File: src/subscriber_gap_queue_assert.svh
// assertion macros shared by the subscriber gap queue modules
// no dependencies; modules pass their own clock and reset
`ifndef SUBSCRIBER_GAP_QUEUE_ASSERT_SVH
`define SUBSCRIBER_GAP_QUEUE_ASSERT_SVH

// same-cycle implication
`define SGQ_ASSERT_NOW(label, clk, rst_n, ante, cons, msg) \
  label: assert property (@(posedge clk) disable iff (!rst_n) (ante) |-> (cons)) \
    else $error(msg);

// next-cycle implication
`define SGQ_ASSERT_NEXT(label, clk, rst_n, ante, cons, msg) \
  label: assert property (@(posedge clk) disable iff (!rst_n) (ante) |=> (cons)) \
    else $error(msg);

`endif

File: src/sgq_ram.sv
// generic single-port-write, single-port-read ram with registered read
// no dependencies
module sgq_ram #(
  parameter int WIDTH = 8,
  parameter int DEPTH = 16,
  localparam int AW = (DEPTH > 1) ? $clog2(DEPTH) : 1
) (
  input  logic             clk,
  input  logic             we,
  input  logic [AW-1:0]    waddr,
  input  logic [WIDTH-1:0] wdata,
  input  logic             re,
  input  logic [AW-1:0]    raddr,
  output logic [WIDTH-1:0] rdata
);

  logic [WIDTH-1:0] mem [DEPTH];
  logic [WIDTH-1:0] rdata_r;

  always_ff @(posedge clk) begin
    if (we) begin
      mem[waddr] <= wdata;
    end
    if (re) begin
      rdata_r <= mem[raddr];
    end
  end

  assign rdata = rdata_r;

endmodule

File: config.mk
export PLATFORM = sky130hd
export DESIGN_NAME = sgq_ram
export DESIGN_NICKNAME = d
export VERILOG_FILES = /design/src/subscriber_gap_queue_assert.svh /design/src/sgq_ram.sv
export SDC_FILE = /design/constraint.sdc
export NUM_CORES = 1
export LEC_CHECK = 0
export BUFFER_PORTS_ARGS = -buffer_cell sky130_fd_sc_hd__buf_2
export CELL_PAD_IN_SITES_DETAIL_PLACEMENT = 1
export CELL_PAD_IN_SITES_GLOBAL_PLACEMENT = 2
export CORE_AREA = 2 2 102 104
export CTS_BUF_LIST = sky130_fd_sc_hd__clkbuf_4
export CTS_CLUSTER_DIAMETER = 30
export DETAILED_ROUTE_END_ITERATION = 12
export DIE_AREA = 0 0 104 106
export PLACE_DENSITY_LB_ADDON = 0.3
export SLEW_MARGIN = 20
export SYNTH_ARGS = -nofsm -noshare
export SYNTH_HDL_FRONTEND = slang
export SYNTH_SLANG_ARGS = --single-unit
export TNS_END_PERCENT = 20
File: constraint.sdc
create_clock -name clk -period 2.7 [get_ports clk]
set_clock_uncertainty 0.05 [all_clocks]
set_input_delay 0.27 -clock clk [delete_from_list [all_inputs] [get_ports clk]]
set_output_delay 0.27 -clock clk [all_outputs]
set_load 0.1 [all_outputs]
# [Word-level counts from Yosys, hierarchy flattened]
# Memories as Yosys holds them, arrays and structs flattened. A register that Yosys moved wholly into a read port is not among the register bits.
# Index checks and enable logic that the tools add are counted.
[totals] in_bits=19 elab_cells=3 regBits=0 memories=1 mem_bits_rw=128
[mem_list] name="mem" words=16 width=8 read_ports=1 rd_clocked_by_memory_dff=1 wr=1 line_no="sgq_ram.sv:17" rtl="logic [WIDTH-1:0] mem [DEPTH];"
[classes] n_mux=2
[ops] cell="two-way mux 1 bit" n=2

# [Depth between registers and ports, before layout]
# Gate-level depths: netlist of run 1.
[logic_depth] depth_word=2 mapped_depth=5

# [Worst setup path before layout of run 1]
# OpenSTA, ideal clock, no wires.
[synth_path] kind="input -> register" start="input waddr[2]" end="memory mem[0][0], enable pin" path_stages=2 arrival_ns=1.380 setup_ns=0.383 required_time_ns=2.267 slack_ns=0.887 cell_sequence="or3b_2 nor3_1"
[synth_rtl] element="start, declared" line_no="sgq_ram.sv:10" rtl="input logic [AW-1:0] waddr,"
[synth_rtl] element="end, declared" line_no="sgq_ram.sv:17"
# Straight into the memory's write port.

# [Worst setup path in the final report of run 1]
[layout_path] start="register rdata_r[6] (netlist: rdata[6]), read port of mem" end="output rdata[6]"
[layout_rtl] element="start, declared" line_no="sgq_ram.sv:18" rtl="logic [WIDTH-1:0] rdata_r;"
[layout_rtl] element="end, declared" line_no="sgq_ram.sv:14" rtl="output logic [WIDTH-1:0] rdata"
# No word-level cell between the ends.

==> results of run 1 <==
-- sequential cells by signal, summed over array words and instances, names as in the netlist --
signal	count
mem	128
rdata	8
-- per-stage QoR --
stage	util	instance area (um2)	power [mW]	worst slack, ns
2_1_floorplan	-	5230	2.63	0.887
3_3_place_gp	0.558	5580	2.72	0.653
3_5_place_dp	0.558	5580	2.73	0.627
4_1_cts	0.587	5870	4.05	0.992
5_1_grt	0.587	5870	4.16	0.949
6_report	0.587	5870	4.01	1.06
-- metal layers --
layer  wire [um]  share of wire
met1        4220           0.41
met2        5220           0.50
met3         807          0.078
met4         104          0.010
met5           0              0
-- worst min path at each step --
stage / from / to / depth (start not counted)
final: wdata[0] / mem[6][0]$_DFFE_PP_ / 1
after global routing: re / rdata[3]$_DFFE_PP_ / 1
after CTS: wdata[0] / mem[6][0]$_DFFE_PP_ / 1
after global placement: wdata[0] / mem[6][0]$_DFFE_PP_ / 1
after floorplan: wdata[0] / mem[0][0]$_DFFE_PP_ / 0
after detailed placement: wdata[0] / mem[6][0]$_DFFE_PP_ / 1
-- cells by family after synthesis --
group / after synthesis / synth area share
buf+inv: 10 / 0.0165
flops: 136 / 0.781
compound gates: 16 / 0.0230
mux: 32 / 0.148
simple gates: 35 / 0.0314
-- area by class of cell --
type	count	area share
clock inverters	14	0.0268
multi-input cells	83	0.180
diodes	1	0.000426
flip-flops and latches	136	0.695
repair buffers	41	0.0456
well taps	136	0.0290
clock buffers	18	0.0230
-- synth_stat cells, drive strengths merged --
cell,instances
nor2,13
or3b,1
nand2b,2
edfxtp,136
nor3,4
mux4,32
and2b,1
and2,1
clkdlybuf4s25,3
nand2,9
nand3b,2
nor2b,1
a22oi,16
nand3,1
buf,7
-- power groups by stage --
| stage | Sequential [mW] | Combinational, mW | Clock (mW) |
|---|---|---|---|
| floorplan | 2.51 | 0.120 | 0 |
| CTS | 2.39 | 0.293 | 1.37 |
| finish | 2.39 | 0.288 | 1.33 |
| global route | 2.39 | 0.309 | 1.46 |
| detailed placement | 2.44 | 0.291 | 0 |
| global placement | 2.43 | 0.285 | 0 |
==> results.toml, run 1 <==
[status]
status = "complete, no violations"

[placement]
gp_congestion = 0.747
place_inst = 396
dpl.hpwl_mm = 6.53
io_buffers = 26

[synthesis]
ys_seq_area_frac = 0.781
synth_area_mm2 = 0.00523
yosysWarnings = 0
synth_cells = 229
synth_cell_types = 18
synth_top_area_share = 0.781
syn_avg_cell_area_um2 = 22.8
ys_ff_latch = 136
syn_nets = 248
synthTopCellsByArea = "edfxtp_1 78%, mux4_2 7.8%, mux4_1 7.0%"
synth_area_leader_cell = "edfxtp_1"

[sta]
period_needed_ns = 1.64
tightest_slew_ns = 0.900
tns_ns = 0
finalHoldViolations = 0
relSlewSlack = 0.398
period_share = 0.607
fmax_ghz = 0.610
drv_slew = 0
setup_violations = 0
grt_setup_unrepaired = "no"
hold_slack_ns = 0.0871

[floorplan]
initial_core_util = 0.523
placementRows = 37
die_y_um = 106
coreArea_mm2 = 0.0100
die-area_mm2 = 0.0110
die_w_um = 104
pin_count = 27

[clocking]
cts-root-buf = "clkbuf_4"
postCtsSetupRepairBufs = 0
cts_buffers = 17
cts_tree = "built"
clk_latency_ns = 0.51
post_cts_resized = 0
clk_pin_slew_worst_paths_ns = 0.11
htreeDepth = 4
clock_path_buffers = 2
clkSinkCount = 136
hold_buffers = 0

[global_route]
busiest_layer = "met2"
grt_pass1_vias = 2580
grt_pass1_wl_mm = 16.0
globalRouteMet1Util = 0.290
antenna_found_initial = 1
track_usage = 0.211
met2_usage = 0.324
grt_max_degree = 33
grtUsageMet3 = 0.0625
overflow = 0

[setup_path]
r2r-end = "rdata[2]$_DFFE_PP_"
arrival_ns = 1.32
required_ns = 2.38
slowest_stage = "buf_2"
worstPathCellList = "buf_2"
critPathCaptureType = "output port"
cp.depth = 1
path_max_fanout = 1
startpoint_type = "register"
rrSetupSlack_ns = 1.08
path_buf_inv = 1
r2r_start = "mem[1][2]$_DFFE_PP_"
reg2regPathDepth = 3
slowest_delay_ns = 0.44
cp_top_family = "buffers and inverters"
crit_type = "reg2out"
endpoint = "rdata[6]"
worstSetupStartpoint = "rdata[6]$_DFFE_PP_"

[routing]
firstDrtPassIters = 4
drc = 0
drtIter0Drc = 209
route.vias.total = 2406
drtAntennaViolNets = 0
wl_mm = 10.4
avgRoutedWirePerCell_um = 24.1
avgViaCountPerCell = 5.61

[hold_path]
worstHoldPathType = "in2reg"

[final_layout]
regArea_mm2 = 0.00408
multi_input_area_mm2 = 0.00106
area_delta_synth_final_pct = 12.4
fin_nets = 298
final_common_cell = "edfxtp_1"
mostFrequentLayoutCells = "136 x edfxtp_1, 26 x buf_2, 18 x mux4_2, 18 x clkbuf_4, 16 x a22oi_1"
fillCellCount = 881
drive_gt1_frac = 0.312
fin_cells = 429

[pwr]
clkPwrFrac = 0.333
p_int_mw = 3.11
leakage_nw = 1.95
p_switching_uw = 905
power.density_mw_per_mm2 = 683
p_seq_frac = 0.595
power.share.combinational = 0.072
switching_share = 0.226
vdd.ir_drop.worst_v = 0.000333

[run]
maxCapViolCount = 0
Note: power is estimated with default switching activity, not from simulation.
==> inputs of run 2 (changes only) <==
CORE_AREA = 2 2 111 113   (was 2 2 102 104)
DIE_AREA = 0 0 113 115   (was 0 0 104 106)
clock period = 1.3 ns   (was 2.7 ns; I/O delays follow)
==> run 2 against run 1 <==
  * The flow now finishes with violations (DRC, setup timing)
  * Cell count rose by 7.0%
  * Wire length grew 5.8%
  * Clock-buffer cell count is the same
  * Largest power group unchanged
==> results.toml, run 2 (synthesis gave the netlist of run 1 again) <==
[floorplan]
die_w_um = 113
die_y_um = 115
pin_count = 27
placementRows = 40
die-area_mm2 = 0.0130
initial_core_util = 0.443
coreArea_mm2 = 0.0118

[placement]
gp_congestion = 0.712
io_buffers = 26
dpl.hpwl_mm = 7.22
place_inst = 421

[clocking]
clk_pin_slew_worst_paths_ns = 0.10
cts_tree = "built"
clk_latency_ns = 0.52
cts_buffers = 17
clock_path_buffers = 2
htreeDepth = 4
clkSinkCount = 136
cts-root-buf = "clkbuf_4"

[routing]
wl_mm = 11.0
drc = 4
drtAntennaViolNets = 0
firstDrtPassIters = 8
drtIter0Drc = 149
route.vias.total = 2496
avgViaCountPerCell = 5.44
avgRoutedWirePerCell_um = 23.9

[global_route]
grt_max_degree = 26
antenna_found_initial = 1
grt_pass1_vias = 2686
overflow = 0
grt_pass1_wl_mm = 17.0
track_usage = 0.190

[sta]
period_needed_ns = 1.51
setup_slack_ns = -0.209
finalHoldViolations = 0
period_share = 1.16
fmax_ghz = 0.663
relSlewSlack = 0.382
tightest_slew_ns = 0.924
drv_slew = 0
setup_violations = 13
grt_setup_unrepaired = "yes"

[final_layout]
fin_nets = 321
fin_cells = 459
area_delta_synth_final_pct = 16.1
largest_register_ffs = 128
mostFrequentLayoutCells = "136 x edfxtp_1, 31 x mux4_2, 24 x buf_4"
top_register = "mem"
final_common_cell = "edfxtp_1"
final_core_util = 0.514
drive_gt1_frac = 0.376

[setup_path]
path_buf_inv = 0
slowest_stage = "mux4_2"
slowest_delay_ns = 0.47
arrival_ns = 1.73
crit_type = "reg2reg"
path_max_fanout = 1
startpoint_type = "register"
required_ns = 1.52
cp_top_family = "multiplexers"
critPathCaptureType = "register"
worstPathCellList = "mux4_2 -> a22oi_2 -> nand2_1"

[hold_path]
worstHoldPathType = "in2reg"

[pwr]
vdd.ir_drop.worst_v = 0.000372
power.density_mw_per_mm2 = 1270
leakage_nw = 2.00

[run]
maxCapViolCount = 0

[status]
status = "finished, violations left"
violations = "DRC, setup timing"
-- run 2: cell types whose count changed in the layout (fill, tap and decap cells not counted), moves of 2 or more --
cell,change
mux4_1,-13
mux4_2,+13
buf_4,+11
dlygate4sd3_1,+9
a22oi_1,-8
a22oi_2,+8
buf_2,-8
buf_6,+7
clkinv_1,+6
buf_12,+4
clkinvlp_4,-4
bufinv_16,-3
clkinv_2,-2
-- run 2: stage by stage --
step / total power [mW] / hold WS, ns / area (um2) / setup slack, ns / setup TNS [ns]
final: 7.68 / 0.0954 / 6070 / -0.209 / -1.46
after detailed placement: 5.74 / 0.477 / 5730 / -0.619 / -6.90
after floorplan: 5.48 / 0.179 / 5240 / -0.132 / -3.22
after CTS: 7.78 / 0.0383 / 6070 / -0.235 / -2.06
after global placement: 5.72 / 0.465 / 5730 / -0.583 / -5.74
after global routing: 7.98 / 0.0440 / 6070 / -0.268 / -2.49
-- run 2: path summary, 6_finish.rpt --
kind                                           start             endpoint  slack [ns]  cells past startpoint
worst max-delay path             mem[8][5]$_DFFE_PP_   rdata[5]$_DFFE_PP_       -0.21                      3
worst min-delay path                        waddr[1]  mem[0][6]$_DFFE_PP_         0.1                      3
worst max register to register   mem[8][5]$_DFFE_PP_   rdata[5]$_DFFE_PP_       -0.21                      3
worst min register to register  mem[15][6]$_DFFE_PP_   rdata[6]$_DFFE_PP_        0.71                      3
-- run 2: per-layer routing --
layer  wire length [um]  vias to the layer above  track usage
met2               5390                       77        0.295
met5                  0                        -            0
met4                186                        0       0.0764
met3                489                       17       0.0474
li1                   -                     1114            -
met1               4890                     1288        0.261
-- run 2: worst reg2reg max path: stages, from the launching register on --
cell,delay (ns)
edfxtp_1,0.39
mux4_2,0.47
a22oi_2,0.27
nand2_1,0.08
-- run 2: area by class of cell --
type	instances	area [um2]
clock inverters	10	41.3
diodes	1	2.50
multi-input cells	83	1060
well taps	147	184
repair buffers	64	559
flip-flops and latches	136	4080
fillers	1065	5740
clock buffers	18	135
-- run 2: repair_timing --
item,in CTS,in global routing
pin swaps,6,2
endpoints found under the setup margin,16,16
gates resized for setup,26,1
gates cloned,0,0
buffers inserted,0,0
hold endpoints to repair,136,0
hold buffers,9,0
-- run 2: where the power goes --
group	internal (mW)	total, mW	switching, mW
sequential	4.93	4.97	0.0358
combinational	0.283	0.722	0.438
clock	0.677	1.99	1.32
total	5.89	7.68	1.79
