--- config.mk ---
export PLATFORM = sky130hd
export DESIGN_NAME = sgq_core
export DESIGN_NICKNAME = d
export VERILOG_FILES = /design/src/sgq_pkg.sv /design/src/sgq_core.sv
export VERILOG_INCLUDE_DIRS = /design/src /design/src/src
export SDC_FILE = /design/constraint.sdc
export NUM_CORES = 1
export LEC_CHECK = 0
export BUFFER_PORTS_ARGS = -buffer_cell sky130_fd_sc_hd__buf_2
export CAP_MARGIN = 20
export CORE_AREA = 2 2 287 289
export DETAILED_ROUTE_END_ITERATION = 10
export DIE_AREA = 0 0 289 291
export GPL_TIMING_DRIVEN = 1
export PLACE_DENSITY = 0.42
export SLEW_MARGIN = 30
export SYNTH_ARGS = -nofsm -noshare
export SYNTH_HDL_FRONTEND = slang
export SYNTH_SLANG_ARGS = --single-unit
export TNS_END_PERCENT = 1
--- constraint.sdc ---
create_clock -name clk -period 6.5 [get_ports clk]
set_clock_uncertainty 0.2 [all_clocks]
set_input_delay 0.65 -clock clk [delete_from_list [all_inputs] [get_ports clk]]
set_output_delay 0.65 -clock clk [all_outputs]
set_load 0.03 [all_outputs]
--- src/subscriber_gap_queue_assert.svh ---
// assertion macros shared by the subscriber gap queue modules
// no dependencies; modules pass their own clock and reset
`ifndef SUBSCRIBER_GAP_QUEUE_ASSERT_SVH
`define SUBSCRIBER_GAP_QUEUE_ASSERT_SVH

// same-cycle implication
`define SGQ_ASSERT_NOW(label, clk, rst_n, ante, cons, msg) \
  label: assert property (@(posedge clk) disable iff (!rst_n) (ante) |-> (cons)) \
    else $error(msg);

// next-cycle implication
`define SGQ_ASSERT_NEXT(label, clk, rst_n, ante, cons, msg) \
  label: assert property (@(posedge clk) disable iff (!rst_n) (ante) |=> (cons)) \
    else $error(msg);

`endif

--- src/sgq_pkg.sv ---
// types and constants of the subscriber gap queue
// no dependencies
package sgq_pkg;

  localparam int PAY_W  = 32;
  localparam int SEQ_W  = 64;
  localparam int TIME_W = 63;
  localparam int CNT_W  = 9;

  localparam logic [SEQ_W-1:0] SEQ_MAX = '1;

  localparam logic [3:0] OP_STAGE     = 4'd0;
  localparam logic [3:0] OP_ADMIT     = 4'd1;
  localparam logic [3:0] OP_REPLACE   = 4'd2;
  localparam logic [3:0] OP_UNAVAIL   = 4'd3;
  localparam logic [3:0] OP_QUERY     = 4'd4;
  localparam logic [3:0] OP_ACK_ENTRY = 4'd5;
  localparam logic [3:0] OP_ACK_TERM  = 4'd6;
  localparam logic [3:0] OP_OWNER_CLS = 4'd7;
  localparam logic [3:0] OP_WRITER_CLS = 4'd8;

  localparam logic [2:0] RS_OK       = 3'd0;
  localparam logic [2:0] RS_REFUSED  = 3'd1;
  localparam logic [2:0] RS_INACTIVE = 3'd2;
  localparam logic [2:0] RS_ALLOC    = 3'd3;
  localparam logic [2:0] RS_TERMINAL = 3'd4;
  localparam logic [2:0] RS_MISMATCH = 3'd5;
  localparam logic [2:0] RS_CLOSED   = 3'd6;

  localparam logic [1:0] CH_ACTIVE  = 2'd0;
  localparam logic [1:0] CH_GAP     = 2'd1;
  localparam logic [1:0] CH_UNAVAIL = 2'd2;
  localparam logic [1:0] CH_CLOSED  = 2'd3;

  localparam logic [1:0] HK_NONE = 2'd0;
  localparam logic [1:0] HK_RING = 2'd1;
  localparam logic [1:0] HK_GAP  = 2'd2;

  localparam logic CFG_STREAM = 1'b0;
  localparam logic CFG_CAP    = 1'b1;

  localparam logic [1:0]       STREAM_RST = 2'd1;
  localparam logic [CNT_W-1:0] CAP_RST    = 9'd256;

  typedef struct packed {
    logic [3:0]        opcode;
    logic [1:0]        event_stream;
    logic [PAY_W-1:0]  payload_handle;
    logic [TIME_W-1:0] time_ns;
    logic [SEQ_W-1:0]  ack_sequence;
    logic              ack_reason;
  } in_beat_t;

  typedef struct packed {
    logic [2:0]        status;
    logic [1:0]        channel_state;
    logic [CNT_W-1:0]  queue_count;
    logic [SEQ_W-1:0]  next_sequence;
    logic              gap_pending;
    logic [1:0]        head_kind;
    logic [PAY_W-1:0]  head_payload;
    logic [SEQ_W-1:0]  head_sequence;
    logic [TIME_W-1:0] head_time;
    logic              head_reason;
  } out_beat_t;

  typedef struct packed {
    logic [PAY_W-1:0]  payload;
    logic [SEQ_W-1:0]  seq;
    logic [TIME_W-1:0] stamp;
  } rec_t;

  localparam int REC_W = $bits(rec_t);

  typedef struct packed {
    logic [2:0]        status;
    logic [1:0]        chan;
    logic [CNT_W-1:0]  count;
    logic [SEQ_W-1:0]  seq;
    logic              gap_valid;
    logic [SEQ_W-1:0]  gap_seq;
    logic [TIME_W-1:0] gap_time;
    logic              gap_reason;
  } view_t;

endpackage

--- src/sgq_core.sv ---
// channel state registers and operation decode of the subscriber gap queue
// depends on sgq_pkg and the assertion macro header
`include "subscriber_gap_queue_assert.svh"

module sgq_core #(
  parameter int QUEUE_DEPTH = 256,
  localparam int AW = (QUEUE_DEPTH > 1) ? $clog2(QUEUE_DEPTH) : 1
) (
  input  logic                    clk,
  input  logic                    rst_n,
  input  logic                    exec_en,
  input  sgq_pkg::in_beat_t       beat,
  input  sgq_pkg::rec_t           head_rec,
  input  logic [1:0]              cfg_stream,
  input  logic [sgq_pkg::CNT_W-1:0] cfg_cap,
  output logic [AW-1:0]           head_idx,
  output logic [AW-1:0]           head_nxt_idx,
  output logic                    wr_en,
  output logic [AW-1:0]           wr_addr,
  output sgq_pkg::rec_t           wr_rec,
  output sgq_pkg::view_t          view
);

  localparam int SW = ((AW > sgq_pkg::CNT_W) ? AW : sgq_pkg::CNT_W) + 1;
  localparam logic [SW-1:0] DEPTH_S = SW'(QUEUE_DEPTH);
  localparam logic [AW:0]   DEPTH_H = (AW+1)'(QUEUE_DEPTH);

  logic [1:0]                  chan_r, chan_nxt;
  logic [sgq_pkg::CNT_W-1:0]   count_r, count_nxt;
  logic [AW-1:0]               head_r, head_nxt;
  logic [sgq_pkg::SEQ_W-1:0]   seq_r, seq_nxt;
  logic                        gval_r, gval_nxt;
  logic [sgq_pkg::SEQ_W-1:0]   gseq_r, gseq_nxt;
  logic [sgq_pkg::TIME_W-1:0]  gtime_r, gtime_nxt;
  logic                        grsn_r, grsn_nxt;
  logic [2:0]                  status_r, status_nxt;

  logic [SW-1:0] sum_s, tail_s, cap_s, cap_eff;
  logic [AW:0]   head_inc;
  logic [AW-1:0] tail, head_wrap;
  logic          full, pay_nz, stream_ok;

  always_comb begin
    sum_s  = SW'(head_r) + SW'(count_r);
    tail_s = (sum_s >= DEPTH_S) ? sum_s - DEPTH_S : sum_s;
    tail   = tail_s[AW-1:0];
    cap_s  = SW'(cfg_cap);
    if (cap_s == '0) begin
      cap_eff = SW'(1);
    end else if (cap_s > DEPTH_S) begin
      cap_eff = DEPTH_S;
    end else begin
      cap_eff = cap_s;
    end
    full      = SW'(count_r) >= cap_eff;
    head_inc  = {1'b0, head_r} + (AW+1)'(1);
    head_wrap = (head_inc == DEPTH_H) ? '0 : head_inc[AW-1:0];
    pay_nz    = beat.payload_handle != '0;
    stream_ok = (beat.event_stream != 2'd0) && (beat.event_stream == cfg_stream);
  end

  always_comb begin
    chan_nxt   = chan_r;
    count_nxt  = count_r;
    head_nxt   = head_r;
    seq_nxt    = seq_r;
    gval_nxt   = gval_r;
    gseq_nxt   = gseq_r;
    gtime_nxt  = gtime_r;
    grsn_nxt   = grsn_r;
    status_nxt = sgq_pkg::RS_REFUSED;
    wr_en      = 1'b0;
    wr_addr    = tail;
    wr_rec     = '{payload: beat.payload_handle, seq: seq_r, stamp: beat.time_ns};
    case (beat.opcode)
      sgq_pkg::OP_STAGE: begin
        if (pay_nz && chan_r == sgq_pkg::CH_ACTIVE && count_r == '0) begin
          wr_en      = exec_en;
          wr_rec.seq = sgq_pkg::SEQ_W'(1);
          count_nxt  = count_r + 1'b1;
          seq_nxt    = sgq_pkg::SEQ_W'(2);
          status_nxt = sgq_pkg::RS_OK;
        end
      end
      sgq_pkg::OP_ADMIT: begin
        if (chan_r != sgq_pkg::CH_ACTIVE) begin
          status_nxt = sgq_pkg::RS_INACTIVE;
        end else if (!pay_nz || !stream_ok) begin
          status_nxt = sgq_pkg::RS_ALLOC;
        end else if (full) begin
          gval_nxt   = 1'b1;
          gseq_nxt   = seq_r;
          gtime_nxt  = beat.time_ns;
          grsn_nxt   = 1'b0;
          seq_nxt    = (seq_r != sgq_pkg::SEQ_MAX) ? seq_r + 1'b1 : seq_r;
          chan_nxt   = sgq_pkg::CH_GAP;
          status_nxt = sgq_pkg::RS_TERMINAL;
        end else if (seq_r == sgq_pkg::SEQ_MAX) begin
          status_nxt = sgq_pkg::RS_ALLOC;
        end else begin
          wr_en      = exec_en;
          count_nxt  = count_r + 1'b1;
          seq_nxt    = seq_r + 1'b1;
          status_nxt = sgq_pkg::RS_OK;
        end
      end
      sgq_pkg::OP_REPLACE: begin
        if (chan_r == sgq_pkg::CH_ACTIVE && !gval_r) begin
          gval_nxt   = 1'b1;
          gseq_nxt   = seq_r;
          gtime_nxt  = beat.time_ns;
          grsn_nxt   = 1'b1;
          seq_nxt    = (seq_r != sgq_pkg::SEQ_MAX) ? seq_r + 1'b1 : seq_r;
          chan_nxt   = sgq_pkg::CH_GAP;
          status_nxt = sgq_pkg::RS_OK;
        end
      end
      sgq_pkg::OP_UNAVAIL: begin
        if (chan_r == sgq_pkg::CH_ACTIVE) begin
          chan_nxt   = sgq_pkg::CH_UNAVAIL;
          status_nxt = sgq_pkg::RS_OK;
        end
      end
      sgq_pkg::OP_QUERY: begin
        status_nxt = sgq_pkg::RS_OK;
      end
      sgq_pkg::OP_ACK_ENTRY: begin
        if (chan_r == sgq_pkg::CH_CLOSED) begin
          status_nxt = sgq_pkg::RS_CLOSED;
        end else if (count_r == '0 || head_rec.seq != beat.ack_sequence) begin
          status_nxt = sgq_pkg::RS_MISMATCH;
        end else begin
          head_nxt   = head_wrap;
          count_nxt  = count_r - 1'b1;
          status_nxt = sgq_pkg::RS_OK;
        end
      end
      sgq_pkg::OP_ACK_TERM: begin
        if (chan_r == sgq_pkg::CH_CLOSED) begin
          status_nxt = sgq_pkg::RS_CLOSED;
        end else if (count_r == '0 && gval_r && gseq_r == beat.ack_sequence &&
                     grsn_r == beat.ack_reason && gtime_r == beat.time_ns) begin
          gval_nxt   = 1'b0;
          chan_nxt   = sgq_pkg::CH_CLOSED;
          status_nxt = sgq_pkg::RS_CLOSED;
        end else begin
          status_nxt = sgq_pkg::RS_MISMATCH;
        end
      end
      sgq_pkg::OP_OWNER_CLS: begin
        chan_nxt   = sgq_pkg::CH_CLOSED;
        status_nxt = sgq_pkg::RS_OK;
      end
      sgq_pkg::OP_WRITER_CLS: begin
        chan_nxt   = sgq_pkg::CH_CLOSED;
        head_nxt   = tail;
        count_nxt  = '0;
        gval_nxt   = 1'b0;
        status_nxt = sgq_pkg::RS_OK;
      end
      default: begin
        status_nxt = sgq_pkg::RS_REFUSED;
      end
    endcase
  end

  always_ff @(posedge clk) begin
    if (!rst_n) begin
      chan_r   <= sgq_pkg::CH_ACTIVE;
      count_r  <= '0;
      head_r   <= '0;
      seq_r    <= sgq_pkg::SEQ_W'(1);
      gval_r   <= 1'b0;
      gseq_r   <= '0;
      gtime_r  <= '0;
      grsn_r   <= 1'b0;
      status_r <= sgq_pkg::RS_OK;
    end else if (exec_en) begin
      chan_r   <= chan_nxt;
      count_r  <= count_nxt;
      head_r   <= head_nxt;
      seq_r    <= seq_nxt;
      gval_r   <= gval_nxt;
      gseq_r   <= gseq_nxt;
      gtime_r  <= gtime_nxt;
      grsn_r   <= grsn_nxt;
      status_r <= status_nxt;
    end
  end

  assign head_idx     = head_r;
  assign head_nxt_idx = head_nxt;
  assign view = '{status: status_r, chan: chan_r, count: count_r, seq: seq_r,
                  gap_valid: gval_r, gap_seq: gseq_r, gap_time: gtime_r,
                  gap_reason: grsn_r};

  `SGQ_ASSERT_NOW(a_count_in_depth, clk, rst_n, 1'b1, SW'(count_r) <= DEPTH_S,
    "ring count beyond depth")
  `SGQ_ASSERT_NOW(a_gap_not_active, clk, rst_n, gval_r, chan_r != sgq_pkg::CH_ACTIVE,
    "gap descriptor on an active channel")
  `SGQ_ASSERT_NEXT(a_push_counts, clk, rst_n, wr_en, count_r == $past(count_r) + 1'b1,
    "ring write without count increment")

endmodule

**After elaboration in Yosys (flattened, before gate mapping)**

Index checks and enable logic that the tools add are counted.

- $lt $le $gt $ge: 3
- Muxes and demuxes: 72
- Reductions and logical operators: 32
- Equality and inequality tests: 30
- Add/sub/neg operators: 6

Operator list:

| operator | count |
|---|---|
| two-way mux 64 bit | 13 |
| two-way mux 63 bit | 4 |
| one-hot mux 64 bit (3 select lines) | 1 |
| one-hot mux 64 bit (2 select lines) | 1 |
| one-hot mux 63 bit (2 select lines) | 1 |
| two-way mux 9 bit | 9 |
| adder 64 x 1 -> 64 bit (second input constant) | 1 |
| == test 64 bit | 1 |
| == test 64 bit (second input constant) | 1 |
| inequality test 64 bit | 1 |
| inequality test 64 bit (second input constant) | 1 |
| == test 63 bit | 1 |
| one-hot mux 9 bit (4 select lines) | 1 |
| two-way mux 8 bit | 4 |
| nonzero test 32 bit | 1 |
| inequality test 2 bit (second input constant) | 12 |
| one-hot mux 3 bit (7 select lines) | 1 |
| two-way mux 2 bit | 10 |
| logical NOT 9 bit | 2 |
| AND reduction 9 bit | 2 |
| two-way mux 1 bit | 17 |
| == test 4 x 3 -> 1 bit (second input constant) | 4 |
| one-hot mux 8 bit (2 select lines) | 1 |
| two-way mux 3 bit | 5 |
| 33 further kinds | 48 |

- Flip-flop bits (word level): 215
- Output and inout bits: 391
- Logic and storage cells: 152
- Input bits: 339

**Depth between registers and ports, before layout**

- Word-level depth: 8
- Depth in mapped cells: 14
- Gate-level depth less buffers: 12

**Worst setup path after synthesis**

OpenSTA, ideal clock, no wires.

- Path kind: in2out
- From: input port cfg_cap[4] (netlist bit)
- To: output port wr_en
- Path buffers: 0
- Cell stages on the path: 10
- Path slack: 2.610 ns
- Arrival time: 3.040 ns
- Required time: 5.650 ns
- Cells stage by stage: nor4_1 > a21oi_1 > nor2_1 > ha_1 > or3b_2 > o2111ai_1 > a31o_2 > nand3_1 > or3_1 > a21oi_1

- Cells in the longest elaborated chain, start to end: 8
- Elaborated cells on any way between the ends: 9
- Those cells by class: order compare (2); mux (6); reduce/logical (1)

Ends and longest elaborated chain:

| element | line | RTL |
|---|---|---|
| from (decl) | sgq_core.sv:15 | `input logic [sgq_pkg::CNT_W-1:0] cfg_cap,` |
| greater-than comparator 9 bit | sgq_core.sv:50 | `end else if (cap_s > DEPTH_S) begin` |
| two-way mux 9 bit | sgq_core.sv:50 |  |
| two-way mux 9 bit (*) | sgq_core.sv:48 | `if (cap_s == '0) begin` |
| >= comparator 9 x 10 -> 1 bit (*) | sgq_core.sv:55 | `full = SW'(count_r) >= cap_eff;` |
| two-way mux 1 bit (*) | sgq_core.sv:90 | `end else if (full) begin` |
| two-way mux 1 bit (*) | sgq_core.sv:88 | `end else if (!pay_nz \|\| !stream_ok) begin` |
| two-way mux 1 bit (*) | sgq_core.sv:86 | `if (chan_r != sgq_pkg::CH_ACTIVE) begin` |
| one-hot mux 1 bit (2 select lines) (*) | sgq_core.sv:75 | `case (beat.opcode)` |
| to (decl) | sgq_core.sv:18 | `output logic wr_en,` |

Every way passes the cells marked *; elsewhere a longest branch is shown, timed or not.

**Worst setup path after layout**

- From: input port beat[34] (netlist bit)
- To: output port head_nxt_idx[4]

- Cells in the longest elaborated chain, start to end: 5

Ends and longest elaborated chain:

| element | line | RTL |
|---|---|---|
| from (decl) | sgq_core.sv:12 | `input sgq_pkg::in_beat_t beat,` |
| inequality test 64 bit | sgq_core.sv:130 | `end else if (count_r == '0 \|\| head_rec.seq != beat.ack_sequence) begin` |
| logical OR 1 bit | sgq_core.sv:130 |  |
| two-way mux 8 bit | sgq_core.sv:130 |  |
| two-way mux 8 bit | sgq_core.sv:128 | `if (chan_r == sgq_pkg::CH_CLOSED) begin` |
| one-hot mux 8 bit (2 select lines) | sgq_core.sv:75 |  |
| to (decl) | sgq_core.sv:17 | `output logic [AW-1:0] head_nxt_idx,` |

No other way between the ends.

==> impl_metrics.tcl <==
set metrics [dict create \
    drt_drc_violations_left 0 \
    synth-edff-count 0 \
    synth_top_area_share_pct 31.0 \
    antenna_found_initial 5 \
    sequentialPowerShare_pct 37.8 \
    cts-htree-levels 1 \
    period_minus_slack_ps 4650 \
    floorplan.die.width_um 289 \
    p_sw_share_pct 30.6 \
    clock_latency_ps 600 \
    final.setup.tns_ps 0 \
    tightest_slew_ps 1130 \
    boundaryPins 730 \
    maximum_number_of_pins_on_one_net_before_global_route_repair 74 \
    areaGrowthSynthToFinish_pct 33.4 \
    status "completed" \
    pre_cts_slack_ps 1880 \
    ir_drop_worst_vdd_uv 192 \
    synth-seq-cells 215 \
    clock-sinks 215 \
    critPathRequiredTime_ps 5650 \
    worst_r2r_endpoint "seq_r[13]" \
    worst_slew_margin_rel_pct 23.6 \
    synth.avg_cell_area_um2 7.49 \
    netlist-cell-type-count 76 \
    placed_area_mm2 0.0175 \
    post_syn_nets 2218 \
    yosys.cell_count.top_type "sky130_fd_sc_hd__nand2_1" \
    clock_network_fraction_of_design_power_pct 46.5 \
    hpwlAfterDp_um 72100 \
    design.core.area_mm2 0.0812 \
    initial_utilization_pct 17.1 \
    setup_repair_after_global_routing_missed_its_margin "no" \
    antenna_violating_nets_post_route 0 \
    cts_setup_buffers 0 \
    finalCoreUtilization_pct 22.8 \
    ys_top_cells_by_area "sky130_fd_sc_hd__dfxtp_1 (31%), sky130_fd_sc_hd__nand2_1 (9.0%), sky130_fd_sc_hd__a21oi_1 (7.4%)" \
    worst_ep_arrival_time_ps 3800 \
    detailedRoute.firstIterationViolations 1094 \
    finalHoldViolCount 0 \
    num_rows 105 \
    r2r_slack_ps 2100 \
    synth-seq-area-share_pct 31.0 \
    placement.io_buffers 634 \
    post_synth_most_frequent_cells "sky130_fd_sc_hd__nand2_1 (334), sky130_fd_sc_hd__dfxtp_1 (215), sky130_fd_sc_hd__a21oi_1 (206)" \
    worstPathMaxFanout 7 \
    yosys_top_cell_by_area "sky130_fd_sc_hd__dfxtp_1" \
    drt-wirelength-per-cell_um 26.1 \
    final_layout_size_suffix_gt1_share_pct 31.3 \
    detail_route.vias_per_cell 4.58 \
    finalCritPeriodShare_pct 71.6 \
    ys_async_sr_fraction_pct 0 \
    globalRouteOverflowTotal 0 \
    die_area_mm2 0.0841 \
    p_int_w 0.00247 \
    number_of_vias_in_the_routed_layout 15740 \
    place_congestion 0.915 \
    cts_tree "yes" \
    critPathKind "in -> out" \
    yosys_most_used_dff "sky130_fd_sc_hd__dfxtp_1" \
    cts_resized 0 \
    detailed_router_iteration_count_before_antenna_repair 5 \
    p_sw_w 0.00109 \
    floorplan.die.height_um 291 \
    reg2reg_depth 9 \
    syn_inst 1852 \
    setup_viol 0 \
    leakagePower_nw 7.77 \
    clkSlewWorstSetupHoldPaths_ps 60 \
    whs_endpoint "gtime_r[6]" \
    startpoint_of_the_lowest_slack_hold_path "beat[71]" \
    numCtsBuffers 28 \
    reg2reg_from "seq_r[0]" \
    ctsLongestPathBuffers 3 \
    maxCapViolCount 0 \
    power_density_mw_per_mm2 193 \
    pwr-share-comb_pct 15.7 \
    worstSetupEndpointType "output port" \
    wire_length_of_the_first_global_routing_pass_um 121000 \
    start_kind "input pin" \
    clock_tree.root_cell "sky130_fd_sc_hd__clkbuf_16" \
    clock.fmax_ghz 0.215 \
    hold_path_depth 3 \
    routed_wirelength_um 89900 \
    via_count_of_the_first_global_routing_pass 14879 \
    cts-hold-fix-buffers 0 \
    final_critical_path_setup_slack_ps 1850 \
    worst_hold_path_type "in -> reg" \
    synthesis.yosys.warnings 0 \
    synth_area_mm2 0.0139 \
    postLayoutCellArea_mm2 0.0185 \
    global_route.usage.total_pct 20.3 \
    nets 2708 \
    max_slew_violation_total_from_the_final_report 0 \
]
## registers in the layout, indices dropped and copies added (netlist names)
name      count
gseq_r       64
seq_r        64
gtime_r      63
count_r       9
head_idx      8
status_r      3
chan_r        2
grsn_r        1
gval_r        1
## critical path: stages
cell and delay [ps]:
sky130_fd_sc_hd__buf_2 130, sky130_fd_sc_hd__xor2_1 150, sky130_fd_sc_hd__nor4_1 810, sky130_fd_sc_hd__nand4_1 290
sky130_fd_sc_hd__nor4_1 270, sky130_fd_sc_hd__buf_4 210, sky130_fd_sc_hd__and4_1 400, sky130_fd_sc_hd__o31ai_1 170
sky130_fd_sc_hd__o31ai_1 300, sky130_fd_sc_hd__o21bai_1 190, sky130_fd_sc_hd__buf_2 230
## cell usage in the layout (no fill, tap or decap), types with 28 or more instances in the layout
cell                        synthesis  layout
sky130_fd_sc_hd__a21oi_1          206     206
sky130_fd_sc_hd__and2_1            72      72
sky130_fd_sc_hd__buf_2              5     634
sky130_fd_sc_hd__clkbuf_16          0      28
sky130_fd_sc_hd__dfxtp_1          215     215
sky130_fd_sc_hd__inv_1             70      69
sky130_fd_sc_hd__nand2_1          334     333
sky130_fd_sc_hd__nand3_1           44      44
sky130_fd_sc_hd__nand4_1           52      52
sky130_fd_sc_hd__nor2_1            54      52
sky130_fd_sc_hd__nor4_1            50      48
sky130_fd_sc_hd__o21ai_0           64      64
sky130_fd_sc_hd__xnor2_1           72      71
sky130_fd_sc_hd__xor2_1            78      78
## worst max-delay path by stage
stage | from | endpoint | slack (ps)
2_1_floorplan | cfg_cap[4] | wr_en | 2610
3_3_place_gp | cfg_cap[4] | seq_r[56] | 1890
3_5_place_dp | cfg_cap[4] | seq_r[56] | 1880
4_1_cts | beat[34] | head_nxt_idx[4] | 1850
5_1_grt | beat[34] | head_nxt_idx[4] | 1630
6_report | beat[34] | head_nxt_idx[4] | 1850
## routing by layer
layer | routed length (um) | GRT usage [%] | vias to the layer above
met2 | 41700 | 33.4 | 616
met3 | 5540 | 3.09 | 103
met1 | 39600 | 26.9 | 7565
met4 | 2950 | 6.70 | 4
met5 | 30 | 0 | -
li1 | - | - | 7452
## final cells by class
type / instances / area, um2
well taps: 1070 / 1340
clock buffers: 36 / 781
multi-input cells: 1372 / 8270
fillers: 9243 / 62700
clock inverters: 15 / 184
flip-flops and latches: 215 / 4300
diodes: 6 / 15.0
inverters: 71 / 272
repair buffers: 654 / 3340
## cells by family after synthesis
group / count (synthesis) / share of synthesized area [%]
DFF: 215 / 31.0
muxes: 2 / 0.144
and+or+nand+nor: 741 / 26.5
buffers and inverters: 265 / 9.86
xor gates and xnor gates: 150 / 9.47
adders and majority gates: 27 / 2.54
AOI/OAI and AO/OA: 452 / 20.4
## metrics by stage
stage	power (W)	instances	hold slack (ps)
after global routing	0.00369	3434	86.2
after floorplan	0.00169	1852	292
final	0.00356	3439	116
after global placement	0.00194	3382	259
after CTS	0.00362	3433	67.3
after detailed placement	0.00194	3382	265
## power groups by stage
stage	Combinational (W)	Clock, W	Sequential, W
after global routing	0.000595	0.00175	0.00135
after detailed placement	0.000563	0	0.00138
after CTS	0.000566	0.00171	0.00135
after floorplan	0.000298	0	0.00139
after global placement	0.000564	0	0.00138
final	0.000559	0.00166	0.00135
Note: power is estimated with default switching activity, not from simulation.
